==> config.mk <==
export PLATFORM = sky130hd
export DESIGN_NAME = ethernet_ipv4_header_parser
export DESIGN_NICKNAME = d
export VERILOG_FILES = /design/src/ehp_pkg.sv /design/src/ehp_front.sv /design/src/ehp_queue.sv /design/src/ehp_back.sv /design/src/ethernet_ipv4_header_parser.sv
export SDC_FILE = /design/constraint.sdc
export NUM_CORES = 1
export LEC_CHECK = 0
export BUFFER_PORTS_ARGS = -buffer_cell sky130_fd_sc_hd__buf_2
export CAP_MARGIN = 5
export CORE_ASPECT_RATIO = 1.1
export CORE_MARGIN = 2
export CORE_UTILIZATION = 40
export DETAILED_ROUTE_END_ITERATION = 10
export PLACE_DENSITY = 0.65
export SYNTH_ARGS = -nofsm -noshare
export SYNTH_HDL_FRONTEND = slang
export SYNTH_SLANG_ARGS = --single-unit
==> constraint.sdc <==
create_clock -name clk -period 6.1 [get_ports clk]
set_clock_uncertainty 0.1 [all_clocks]
set_input_delay 0.305 -clock clk [delete_from_list [all_inputs] [get_ports clk]]
set_output_delay 0.305 -clock clk [all_outputs]
set_load 0.1 [all_outputs]
==> src/ehp_pkg.sv <==
// Shared types and constants for the Ethernet/IPv4 header parser.
// No dependencies; imported by every module of the parser.
`timescale 1ns / 1ps
`default_nettype none

package ehp_pkg;

  // Frame layout
  localparam int unsigned ETH_HDR_BYTES     = 14;
  localparam int unsigned IP_MIN_HDR_BYTES  = 20;
  localparam int unsigned ICMP_HDR_BYTES    = 8;
  localparam int unsigned UDP_HDR_BYTES     = 8;
  localparam int unsigned TCP_MIN_HDR_BYTES = 20;
  localparam int unsigned TCP_OFFSET_POS    = 12;
  localparam int unsigned MIN_IP_FRAME      = ETH_HDR_BYTES + IP_MIN_HDR_BYTES;

  // Capture positions within the frame
  localparam logic [15:0] POS_ETYPE_HI = 16'd12;
  localparam logic [15:0] POS_ETYPE_LO = 16'd13;
  localparam logic [15:0] POS_VER_IHL  = 16'd14;
  localparam logic [15:0] POS_TLEN_HI  = 16'd16;
  localparam logic [15:0] POS_TLEN_LO  = 16'd17;
  localparam logic [15:0] POS_PROTO    = 16'd23;
  localparam logic [15:0] POS_MAX      = 16'hFFFF;

  localparam logic [15:0] ETHERTYPE_IPV4 = 16'h0800;
  localparam logic [3:0]  IP_VERSION_4   = 4'd4;

  // IPv4 protocol numbers
  localparam logic [7:0] PROTO_ICMP = 8'd1;
  localparam logic [7:0] PROTO_TCP  = 8'd6;
  localparam logic [7:0] PROTO_UDP  = 8'd17;

  // Verdict codes
  localparam logic [1:0] ST_OK        = 2'd0;
  localparam logic [1:0] ST_TOO_SMALL = 2'd1;
  localparam logic [1:0] ST_BAD_TYPE  = 2'd2;
  localparam logic [1:0] ST_BAD_FIELD = 2'd3;

  // Transport kinds
  localparam logic [1:0] KIND_OTHER = 2'd0;
  localparam logic [1:0] KIND_ICMP  = 2'd1;
  localparam logic [1:0] KIND_TCP   = 2'd2;
  localparam logic [1:0] KIND_UDP   = 2'd3;

  // Frame queue depth
  localparam int unsigned QDEPTH = 2;
  localparam int unsigned QPTR_W = (QDEPTH > 1) ? $clog2(QDEPTH) : 1;
  localparam int unsigned QCNT_W = $clog2(QDEPTH + 1);

  // Header fields of one finished frame
  typedef struct packed {
    logic [15:0] last_pos;   // index of the final byte (length minus one)
    logic [15:0] eth_type;
    logic [7:0]  ver_ihl;
    logic [15:0] total_len;
    logic [7:0]  proto;
    logic [3:0]  tcp_nib;
    logic        tcp_seen;
  } frame_rec_t;

  // Queue status seen by both sides
  typedef struct packed {
    logic full;
    logic not_empty;
  } q_stat_t;

endpackage : ehp_pkg

`default_nettype wire

==> src/ehp_front.sv <==
// Byte-stream front end: tracks position, captures header fields.
// Pushes one frame record per final byte. Depends on ehp_pkg.
`timescale 1ns / 1ps
`default_nettype none

module ehp_front import ehp_pkg::*; (
  input  wire logic       clk,
  input  wire logic       rst_n,
  input  wire logic       byte_take,
  input  wire logic [7:0] data_byte,
  input  wire logic       last_byte,
  output frame_rec_t      rec,
  output logic            push
);

  logic [15:0] pos_r, pos_nxt;
  logic [15:0] etype_r, etype_nxt;
  logic [7:0]  vihl_r, vihl_nxt;
  logic [15:0] tlen_r, tlen_nxt;
  logic [7:0]  proto_r, proto_nxt;
  logic [3:0]  tnib_r, tnib_nxt;
  logic        tseen_r, tseen_nxt;

  logic [15:0] cap_etype, cap_tlen, tcp_pos;
  logic [7:0]  cap_vihl, cap_proto;
  logic [3:0]  cap_tnib;
  logic        cap_tseen;
  logic [5:0]  ihl_bytes;

  // Capture this byte into the field it belongs to
  always_comb begin
    ihl_bytes = {vihl_r[3:0], 2'b00};
    tcp_pos   = 16'(ETH_HDR_BYTES + TCP_OFFSET_POS) + {10'd0, ihl_bytes};
    cap_etype = etype_r;
    cap_vihl  = vihl_r;
    cap_tlen  = tlen_r;
    cap_proto = proto_r;
    cap_tnib  = tnib_r;
    cap_tseen = tseen_r;
    if (pos_r == POS_ETYPE_HI) cap_etype[15:8] = data_byte;
    if (pos_r == POS_ETYPE_LO) cap_etype[7:0]  = data_byte;
    if (pos_r == POS_VER_IHL)  cap_vihl        = data_byte;
    if (pos_r == POS_TLEN_HI)  cap_tlen[15:8]  = data_byte;
    if (pos_r == POS_TLEN_LO)  cap_tlen[7:0]   = data_byte;
    if (pos_r == POS_PROTO)    cap_proto       = data_byte;
    if (pos_r > POS_VER_IHL && pos_r == tcp_pos) begin
      cap_tnib  = data_byte[7:4];
      cap_tseen = 1'b1;
    end
  end

  // Build the record and the next frame state
  always_comb begin
    rec.last_pos   = pos_r;
    rec.eth_type   = cap_etype;
    rec.ver_ihl    = cap_vihl;
    rec.total_len  = cap_tlen;
    rec.proto      = cap_proto;
    rec.tcp_nib    = cap_tnib;
    rec.tcp_seen   = cap_tseen;
    push           = byte_take & last_byte;

    pos_nxt   = pos_r;
    etype_nxt = etype_r;
    vihl_nxt  = vihl_r;
    tlen_nxt  = tlen_r;
    proto_nxt = proto_r;
    tnib_nxt  = tnib_r;
    tseen_nxt = tseen_r;
    if (byte_take) begin
      if (last_byte) begin
        pos_nxt   = '0;
        etype_nxt = '0;
        vihl_nxt  = '0;
        tlen_nxt  = '0;
        proto_nxt = '0;
        tnib_nxt  = '0;
        tseen_nxt = 1'b0;
      end else begin
        pos_nxt   = (pos_r == POS_MAX) ? pos_r : pos_r + 16'd1;
        etype_nxt = cap_etype;
        vihl_nxt  = cap_vihl;
        tlen_nxt  = cap_tlen;
        proto_nxt = cap_proto;
        tnib_nxt  = cap_tnib;
        tseen_nxt = cap_tseen;
      end
    end
  end

  always_ff @(posedge clk) begin
    if (!rst_n) begin
      pos_r   <= '0;
      etype_r <= '0;
      vihl_r  <= '0;
      tlen_r  <= '0;
      proto_r <= '0;
      tnib_r  <= '0;
      tseen_r <= 1'b0;
    end else begin
      pos_r   <= pos_nxt;
      etype_r <= etype_nxt;
      vihl_r  <= vihl_nxt;
      tlen_r  <= tlen_nxt;
      proto_r <= proto_nxt;
      tnib_r  <= tnib_nxt;
      tseen_r <= tseen_nxt;
    end
  end

  // A finished frame leaves no state behind for the next one
  a_frame_cleared: assert property (@(posedge clk) disable iff (!rst_n)
    push |=> (pos_r == '0 && tseen_r == 1'b0 && etype_r == '0))
    else $error("frame state not cleared after final byte");

endmodule : ehp_front

`default_nettype wire

==> src/ehp_queue.sv <==
// Short queue of frame records between front end and verdict stage.
// Depends on ehp_pkg (record type, depth constants).
`timescale 1ns / 1ps
`default_nettype none

module ehp_queue import ehp_pkg::*; (
  input  wire logic       clk,
  input  wire logic       rst_n,
  input  wire logic       push,
  input  wire frame_rec_t push_rec,
  input  wire logic       pop,
  output frame_rec_t      head_rec,
  output q_stat_t         stat
);

  frame_rec_t mem_r [QDEPTH];
  logic [QPTR_W-1:0] wptr_r, wptr_nxt, rptr_r, rptr_nxt;
  logic [QCNT_W-1:0] cnt_r, cnt_nxt;
  logic do_push, do_pop;

  always_comb begin
    stat.full      = (cnt_r == QCNT_W'(QDEPTH));
    stat.not_empty = (cnt_r != '0);
    do_push        = push & ~stat.full;
    do_pop         = pop & stat.not_empty;
    wptr_nxt = wptr_r;
    rptr_nxt = rptr_r;
    if (do_push) wptr_nxt = (wptr_r == QPTR_W'(QDEPTH - 1)) ? '0 : wptr_r + 1'b1;
    if (do_pop)  rptr_nxt = (rptr_r == QPTR_W'(QDEPTH - 1)) ? '0 : rptr_r + 1'b1;
    cnt_nxt = cnt_r;
    if (do_push && !do_pop) cnt_nxt = cnt_r + 1'b1;
    if (do_pop && !do_push) cnt_nxt = cnt_r - 1'b1;
  end

  assign head_rec = mem_r[rptr_r];

  // Store records
  always_ff @(posedge clk) begin
    if (do_push) mem_r[wptr_r] <= push_rec;
  end

  // Advance pointers and fill count
  always_ff @(posedge clk) begin
    if (!rst_n) begin
      wptr_r <= '0;
      rptr_r <= '0;
      cnt_r  <= '0;
    end else begin
      wptr_r <= wptr_nxt;
      rptr_r <= rptr_nxt;
      cnt_r  <= cnt_nxt;
    end
  end

  a_cnt_bound: assert property (@(posedge clk) disable iff (!rst_n)
    cnt_r <= QCNT_W'(QDEPTH))
    else $error("queue count beyond depth");

  a_no_lost_push: assert property (@(posedge clk) disable iff (!rst_n)
    push |-> !stat.full)
    else $error("record pushed into full queue");

endmodule : ehp_queue

`default_nettype wire

==> src/ehp_back.sv <==
// Verdict stage: runs the header checks on one frame record and
// holds the result in the output register. Depends on ehp_pkg.
`timescale 1ns / 1ps
`default_nettype none

module ehp_back import ehp_pkg::*; (
  input  wire logic       clk,
  input  wire logic       rst_n,
  input  wire q_stat_t    qstat,
  input  wire frame_rec_t rec,
  output logic       pop,
  output logic       out_valid,
  input  wire logic  out_ready,
  output logic [1:0] out_parse_status,
  output logic [1:0] out_transport_kind,
  output logic [7:0] out_ip_protocol,
  output logic [7:0] out_payload_offset,
  output logic [15:0] out_payload_length
);

  logic        valid_r, valid_nxt;
  logic [1:0]  status_r, kind_r;
  logic [7:0]  proto_r, off_r;
  logic [15:0] plen_r;

  logic [1:0]  st, kind;
  logic [7:0]  off, off_base;
  logic [15:0] plen, p;
  logic [5:0]  h, t;

  // Run the checks in order; the first failing one decides
  always_comb begin
    h        = {rec.ver_ihl[3:0], 2'b00};
    t        = {rec.tcp_nib, 2'b00};
    p        = rec.total_len - {10'd0, h};
    off_base = 8'(ETH_HDR_BYTES) + {2'b00, h};
    st   = ST_OK;
    kind = KIND_OTHER;
    off  = '0;
    plen = '0;
    priority if (rec.last_pos < 16'(ETH_HDR_BYTES - 1)) begin
      st = ST_TOO_SMALL;
    end else if (rec.eth_type != ETHERTYPE_IPV4) begin
      st = ST_BAD_TYPE;
    end else if (rec.last_pos < 16'(MIN_IP_FRAME - 1)) begin
      st = ST_TOO_SMALL;
    end else if (rec.ver_ihl[7:4] != IP_VERSION_4) begin
      st = ST_BAD_FIELD;
    end else if (h < 6'(IP_MIN_HDR_BYTES)
                 || rec.last_pos < 16'(ETH_HDR_BYTES - 1) + {10'd0, h}
                 || rec.total_len < {10'd0, h}) begin
      st = ST_TOO_SMALL;
    end else if (rec.proto == PROTO_ICMP || rec.proto == PROTO_UDP) begin
      if (p < 16'(ICMP_HDR_BYTES)) begin
        st = ST_TOO_SMALL;
      end else begin
        kind = (rec.proto == PROTO_ICMP) ? KIND_ICMP : KIND_UDP;
        off  = off_base + 8'(UDP_HDR_BYTES);
        plen = p - 16'(UDP_HDR_BYTES);
      end
    end else if (rec.proto == PROTO_TCP) begin
      priority if (p < 16'(TCP_MIN_HDR_BYTES) || !rec.tcp_seen) begin
        st = ST_TOO_SMALL;
      end else if (t < 6'(TCP_MIN_HDR_BYTES) || p < {10'd0, t}) begin
        st = ST_BAD_FIELD;
      end else begin
        kind = KIND_TCP;
        off  = off_base + {2'b00, t};
        plen = p - {10'd0, t};
      end
    end else begin
      off  = off_base;
      plen = p;
    end
  end

  // Load a new verdict whenever the output register is free or being drained
  always_comb begin
    pop       = qstat.not_empty & (~valid_r | out_ready);
    valid_nxt = valid_r;
    if (pop)                      valid_nxt = 1'b1;
    else if (valid_r & out_ready) valid_nxt = 1'b0;
  end

  always_ff @(posedge clk) begin
    if (!rst_n) valid_r <= 1'b0;
    else        valid_r <= valid_nxt;
  end

  always_ff @(posedge clk) begin
    if (pop) begin
      status_r <= st;
      kind_r   <= kind;
      proto_r  <= rec.proto;
      off_r    <= off;
      plen_r   <= plen;
    end
  end

  assign out_valid          = valid_r;
  assign out_parse_status   = status_r;
  assign out_transport_kind = kind_r;
  assign out_ip_protocol    = proto_r;
  assign out_payload_offset = off_r;
  assign out_payload_length = plen_r;

  // A TCP verdict always covers the Ethernet, IP and TCP minimum headers
  a_tcp_offset: assert property (@(posedge clk) disable iff (!rst_n)
    (valid_r && status_r == ST_OK && kind_r == KIND_TCP)
      |-> off_r >= 8'(MIN_IP_FRAME + TCP_MIN_HDR_BYTES))
    else $error("TCP payload offset below minimum headers");

endmodule : ehp_back

`default_nettype wire

==> src/ethernet_ipv4_header_parser.sv <==
// Top level of the Ethernet/IPv4 header parser.
// Instantiates ehp_front, ehp_queue and ehp_back; depends on ehp_pkg.
//
// Usage:
//   Input channel (in_valid/in_ready): one frame byte per transfer in wire
//   order, in_last_byte set on the final byte of a frame.
//   Output channel (out_valid/out_ready): one verdict per frame, carrying
//   status, transport kind, IP protocol and payload offset/length.
//   Throughput: one byte per cycle. The front end only waits when the
//   two-entry frame queue is full, which happens only when the receiver
//   stalls across the ends of three frames.
//   Verdict path: the transfer of the final byte writes the frame record into
//   the queue, then the verdict register loads it when the output is free.
//   Reset (rst_n low, synchronous): frame state, queue and output valid
//   clear; the first byte after reset starts a new frame.
//   Receiver stall: the verdict holds in the output register; up to two
//   more frames queue behind it, then in_ready drops on the next frame.
`timescale 1ns / 1ps
`default_nettype none

module ethernet_ipv4_header_parser import ehp_pkg::*; (
  input  wire logic        clk,
  input  wire logic        rst_n,
  input  wire logic        in_valid,
  output logic             in_ready,
  input  wire logic [7:0]  in_data_byte,
  input  wire logic        in_last_byte,
  output logic             out_valid,
  input  wire logic        out_ready,
  output logic [1:0]       out_parse_status,
  output logic [1:0]       out_transport_kind,
  output logic [7:0]       out_ip_protocol,
  output logic [7:0]       out_payload_offset,
  output logic [15:0]      out_payload_length
);

  frame_rec_t push_rec, head_rec;
  q_stat_t    qstat;
  logic       push, pop, byte_take;

  // Accept bytes as long as a finished frame can be queued
  assign in_ready  = ~qstat.full;
  assign byte_take = in_valid & in_ready;

  ehp_front u_front (
    .clk       (clk),
    .rst_n     (rst_n),
    .byte_take (byte_take),
    .data_byte (in_data_byte),
    .last_byte (in_last_byte),
    .rec       (push_rec),
    .push      (push)
  );

  ehp_queue u_queue (
    .clk      (clk),
    .rst_n    (rst_n),
    .push     (push),
    .push_rec (push_rec),
    .pop      (pop),
    .head_rec (head_rec),
    .stat     (qstat)
  );

  ehp_back u_back (
    .clk                (clk),
    .rst_n              (rst_n),
    .qstat              (qstat),
    .rec                (head_rec),
    .pop                (pop),
    .out_valid          (out_valid),
    .out_ready          (out_ready),
    .out_parse_status   (out_parse_status),
    .out_transport_kind (out_transport_kind),
    .out_ip_protocol    (out_ip_protocol),
    .out_payload_offset (out_payload_offset),
    .out_payload_length (out_payload_length)
  );

endmodule : ethernet_ipv4_header_parser

`default_nettype wire

======== Yosys cells after proc, flatten, opt, wreduce, memory -nomap -nowiden ========
Memories as Yosys holds them, arrays and structs flattened. A register that Yosys moved wholly into a read port is not among the register bits.
Cells that the tools add are included.
word-level totals
  memories ................................ 1
  logic and storage cells ................. 131
  input port bits ......................... 13
  output and inout bits ................... 38
  bits in registers ....................... 110
  RAM bits ................................ 138
memory list
  name           depth  width  rd ports  clocked after memory_dff  wr ports  line             source
  u_queue.mem_r  2      69     1         1                         1         ehp_queue.sv:16  frame_rec_t mem_r [QDEPTH];
cells by class
  bitwise operators ....................... 9
  multiplexer cells ....................... 51
  order comparisons ....................... 10
  add/sub/neg operators ................... 13
  reductions and logical operators ........ 16
  eq/ne operators ......................... 15
operators with widths
  operator                                                         count
  two-way mux 16 bit                                               9
  two-way mux 8 bit                                                13
  == test 16 x 4 -> 1 bit (second input constant)                  3
  == test 16 x 5 -> 1 bit (second input constant)                  3
  less-than comparator 16 x 4 -> 1 bit (second input constant)     2
  less-than comparator 16 x 6 -> 1 bit                             2
  two-way mux 2 bit                                                16
  subtractor 16 x 6 -> 16 bit                                      2
  adder 16 x 1 -> 16 bit (second input constant)                   1
  == test 16 bit                                                   1
  == test 16 bit (second input constant)                           1
  greater-than comparator 16 x 4 -> 1 bit (second input constant)  1
  less-than comparator 16 bit                                      1
  less-than comparator 16 x 5 -> 1 bit (second input constant)     1
  less-than comparator 16 x 6 -> 1 bit (second input constant)     1
  != test 16 x 12 -> 1 bit (second input constant)                 1
  subtractor 16 x 4 -> 16 bit (second input constant)              1
  adder 4 x 6 -> 7 bit (first input constant)                      2
  less-than comparator 6 x 5 -> 1 bit (second input constant)      2
  two-way mux 1 bit                                                11
  adder 8 x 4 -> 8 bit (second input constant)                     1
  adder 8 x 6 -> 8 bit                                             1
  == test 8 x 1 -> 1 bit (second input constant)                   1
  == test 8 x 3 -> 1 bit (second input constant)                   1
  18 further kinds                                                 36

======== Longest topological paths before layout ========
  word-level depth ........................ 11
  gate-level depth with buffers ........... 23
  mapped depth without buffers ............ 18

======== Modules after synthesis ========
Synthesis repeated with hierarchy kept, for this count alone.
unflattened totals
  cells, all modules ...................... 1048
  area, all modules ....................... 12530.8 µm²
modules (own cells, without submodules)
  module                       seq. area each (µm²)  area each (µm²)  times used  cells an instance
  ehp_queue                    4244.1                5206.2           1           241
  ehp_front                    1381.3                4083.9           1           449
  ehp_back                     1071.0                3230.6           1           356
  ethernet_ipv4_header_parser  0.0                   10.0             1           2

======== Least setup slack after synthesis ========
No wires, ideal clock.
  kind .................................... register -> register
  start ................................... register (tool-made name)
  end ..................................... register u_back.plen_r[14], in the netlist u_back.out_payload_length[14], data pin
  arrival time ............................ 4.940 ns
  data required time ...................... 5.729 ns
  setup slack ............................. 0.789 ns
  period minus slack after synthesis ...... 5.311 ns
  path buffers ............................ 6
  cell stages (with the launch flop) ...... 21
  setup time .............................. 0.271 ns
  cells stage by stage .................... dfxtp_1 buf_6 buf_6 buf_4 buf_4 buf_2 buf_1 mux2_2 ha_1 or2_2 o21ai_1 xor2_1 inv_2 ha_1 a21oi_1 a21oi_1 or4b_1 o21ai_2 a2111oi_1 a31oi_2 o221ai_1
RTL lines
  element               line            source
  to (signal assigned)  ehp_back.sv:96  plen_r <= plen;
  to (decl)             ehp_back.sv:24  logic [15:0] plen_r;

==> impl_metrics.toml <==
[worst_setup_path]
ff2ff_path_depth = 12
endpoint_kind = "flop"
arrival_ps = 5130
startpoint_type = "flop"
reg2reg_to = "u_back.out_payload_length[11]"
reg2reg_slack_ps = 1140
worstSetupPathType = "reg -> reg"
cp.required_ps = 6260
worstPathMaxFanout = 43

[run_status]
status = "completed"

[global_route]
overflow = 0
antenna_found_initial = 0
grt_first_pass_wirelength_um = 39800
grt_max_degree = 70
grt_pass1_vias = 7453
grt_usage_pct = 16.3

[floorplanning]
rows = 65
die_h_um = 183
core_area_um2 = 28700
io_pins = 51
start_util_pct = 40.7
dieArea_um2 = 30600
die_x_um = 167

[cts]
clk_transition_reported_paths_ps = 60
postCtsSetupBuffers = 0
clock_sinks = 248
cts_tree = "done"
cts.path.max_buffers = 3
cts_htree_levels = 1
cts_resized = 0
cts_root_buf = "clkbuf_16"
insertion_delay_ps = 530
cts_buffers = 26
cts_hold_buf = 0

[detailed_routing]
first_pass_iters = 5
ant_nets = 0
drc = 0
vias = 7558
totalWireLength_um = 25100
wl_per_cell_um = 18.0
viasPerCell = 5.43
top_layer = "met4"
met2_length_um = 11900
met3_length_um = 1060
drt_iter0_markers = 575
drt-met1-wl_um = 11200

[timing]
fmax_mhz = 201
min_period_over_period_pct = 81.4
tightest_slew_ps = 1140
setup_viol = 0
rsz0062_at_grt = "no"
timing.final.ws_setup_ps = 1140
tns_ps = 0
timing.hold.ws_ps = 111
report.final.slew_viol_count = 0
maxSlewHeadroom_pct = 23.6
period_minus_slack_ps = 4960
finalHoldViolCount = 0

[min_path]
hp-class = "in -> reg"
hold_end = "u_back.out_valid"
worstHoldPathCells = 3
hold_start = "out_ready"

[power_and_ir_drop]
power_frac_seq_pct = 36.9
power_frac_clock_pct = 29.4
intPower_mw = 3.45
p_leak_nw = 4.60
ir_drop_v = 0.000342
pwr-share-comb_pct = 33.7
p_total_mw = 5.58
p_per_area_nw_per_um2 = 422
netSwitchingFraction_pct = 38.3
switchingPower_mw = 2.14

[placement]
globalplace.congestion = 0.915
place_hpwl_um = 17300
post_dp_cell_area_um2 = 12300
dp_cells = 1345
io_buffers = 49
dp_worst_setup_slack_ps = 1200

[finish]
fillers = 2580
seqCellArea_um2 = 6700
design_area_um2 = 13200
fin_cells = 1393
final_core_util_pct = 46.0
multiInputGateArea_um2 = 4720
drive_gt1_share_pct = 19.8
n_antenna_cell = 0
syn2layout_area_growth_pct = 13.1
num-nets-final = 1047

[yosys]
ys_seq_area_share_pct = 57.3
syn_nets = 998
ys_seq_elements = 248
synth_flop_cell = "edfxtp_1"
yosysWarningCount = 0
netlist_area_um2 = 11700
syn_inst = 956
async_reset_ff_share_pct = 0
synth_cell_types = 85
post_synth.cell_area_avg_um2 = 12.2
synth-edff-count = 173

[run]
cap_violations = 0
## kinds of logic after synthesis
family	after synthesis	synth area share, %
AOI/OAI and AO/OA	182	11.2
xor gates and xnor gates	33	2.54
adders and majority gates	29	3.30
buffers and inverters	67	2.45
DFF	248	57.3
muxes	95	8.94
other	1	0.0321
and+or+nand+nor	301	14.2
## per-layer routing
layer | vias to the layer above | GRT usage (%)
met1 | 3610 | 21.2
li1 | 3701 | -
met2 | 191 | 27.4
met3 | 56 | 2.31
met5 | - | 0
met4 | 0 | 6.76
## synth_stat cells (5+ instances only)
cell type	count	share of area [%]
a22oi_1	53	3.4
nand2_1	43	1.4
and2_1	14	0.75
o21ai_0	26	1.1
xnor2_1	20	1.5
a21oi_1	29	1.2
nor4b_1	8	0.60
nand3_1	20	0.86
nand4_1	7	0.37
xor2_1	12	0.90
ha_1	26	2.8
mux2_2	71	6.8
nor2_1	58	1.9
nor3_1	22	0.94
o21a_1	6	0.39
mux2i_1	23	2.0
nor2b_1	60	3.2
o22ai_1	9	0.48
nand2b_1	5	0.27
edfxtp_1	173	44
dfxtp_1	75	13
inv_1	30	0.96
a31oi_1	5	0.27
or3_1	15	0.80
nor4_1	15	0.80
a21o_1	5	0.32
clkbuf_1	23	0.74
and3_1	11	0.59
## critical path, stage by stage, from the launching register on
cell	delay, ps
dfxtp_2	550
buf_4	510
mux2_2	400
ha_1	410
o21a_1	160
o21a_1	170
o22a_1	180
o32ai_1	580
nand2_1	260
o31ai_4	680
nor2_1	280
a32oi_1	300
o22ai_1	110
## sequential cells by signal (all words and copies together) (netlist names), named ones only
register / count
u_front.etype_r: 16
u_back.out_transport_kind: 2
u_front.tnib_r: 4
u_front.proto_r: 8
u_back.out_valid: 1
u_back.out_parse_status: 2
u_front.pos_r: 16
u_queue.rptr_r: 1
u_front.tseen_r: 1
u_queue.mem_r: 138
u_front.vihl_r: 8
u_back.out_payload_length: 16
u_queue.cnt_r: 2
u_front.tlen_r: 16
u_queue.wptr_r: 1
u_back.out_payload_offset: 7
u_back.out_ip_protocol: 8
## cells in the final DEF, fill, tap and decap left out, types with 27 or more instances in the layout
master / netlist / final
dfxtp_1: 75 / 74
nand2_1: 43 / 42
inv_1: 30 / 30
mux2_2: 71 / 71
nor2_1: 58 / 55
a22oi_1: 53 / 53
buf_2: 4 / 49
edfxtp_1: 173 / 173
nor2b_1: 60 / 60
a21oi_1: 29 / 29
clkbuf_16: 0 / 27
## layout make-up
cell class / instances / share of cell area [%]
Clock buffer: 31 / 5.38
Clock inverter: 17 / 1.51
Inverter: 31 / 0.881
Multi-Input combinational cell: 641 / 35.7
Sequential cell: 248 / 50.7
Tap cell: 368 / 3.49
Timing Repair Buffer: 57 / 2.31
## how the worst max path moves through the flow
| stage | startpoint | endpoint | slack, ps |
|---|---|---|---|
| floorplan | flop | u_back.out_payload_length[14] | 790 |
| global placement | flop | u_back.out_payload_length[9] | 1300 |
| detailed placement | flop | u_back.out_payload_length[9] | 1200 |
| CTS | flop | u_back.out_payload_length[9] | 1180 |
| global route | flop | u_back.out_payload_length[11] | 800 |
| finish | flop | u_back.out_payload_length[11] | 1140 |
## power groups by stage
stage,Sequential (mW),Clock [mW],Combinational (mW)
2_1_floorplan,2.82,0,0.815
3_3_place_gp,2.10,0,1.86
3_5_place_dp,2.10,0,1.87
4_1_cts,2.06,1.67,1.88
5_1_grt,2.08,1.75,2.00
6_report,2.06,1.64,1.88
(Power assumes the default switching activity.)
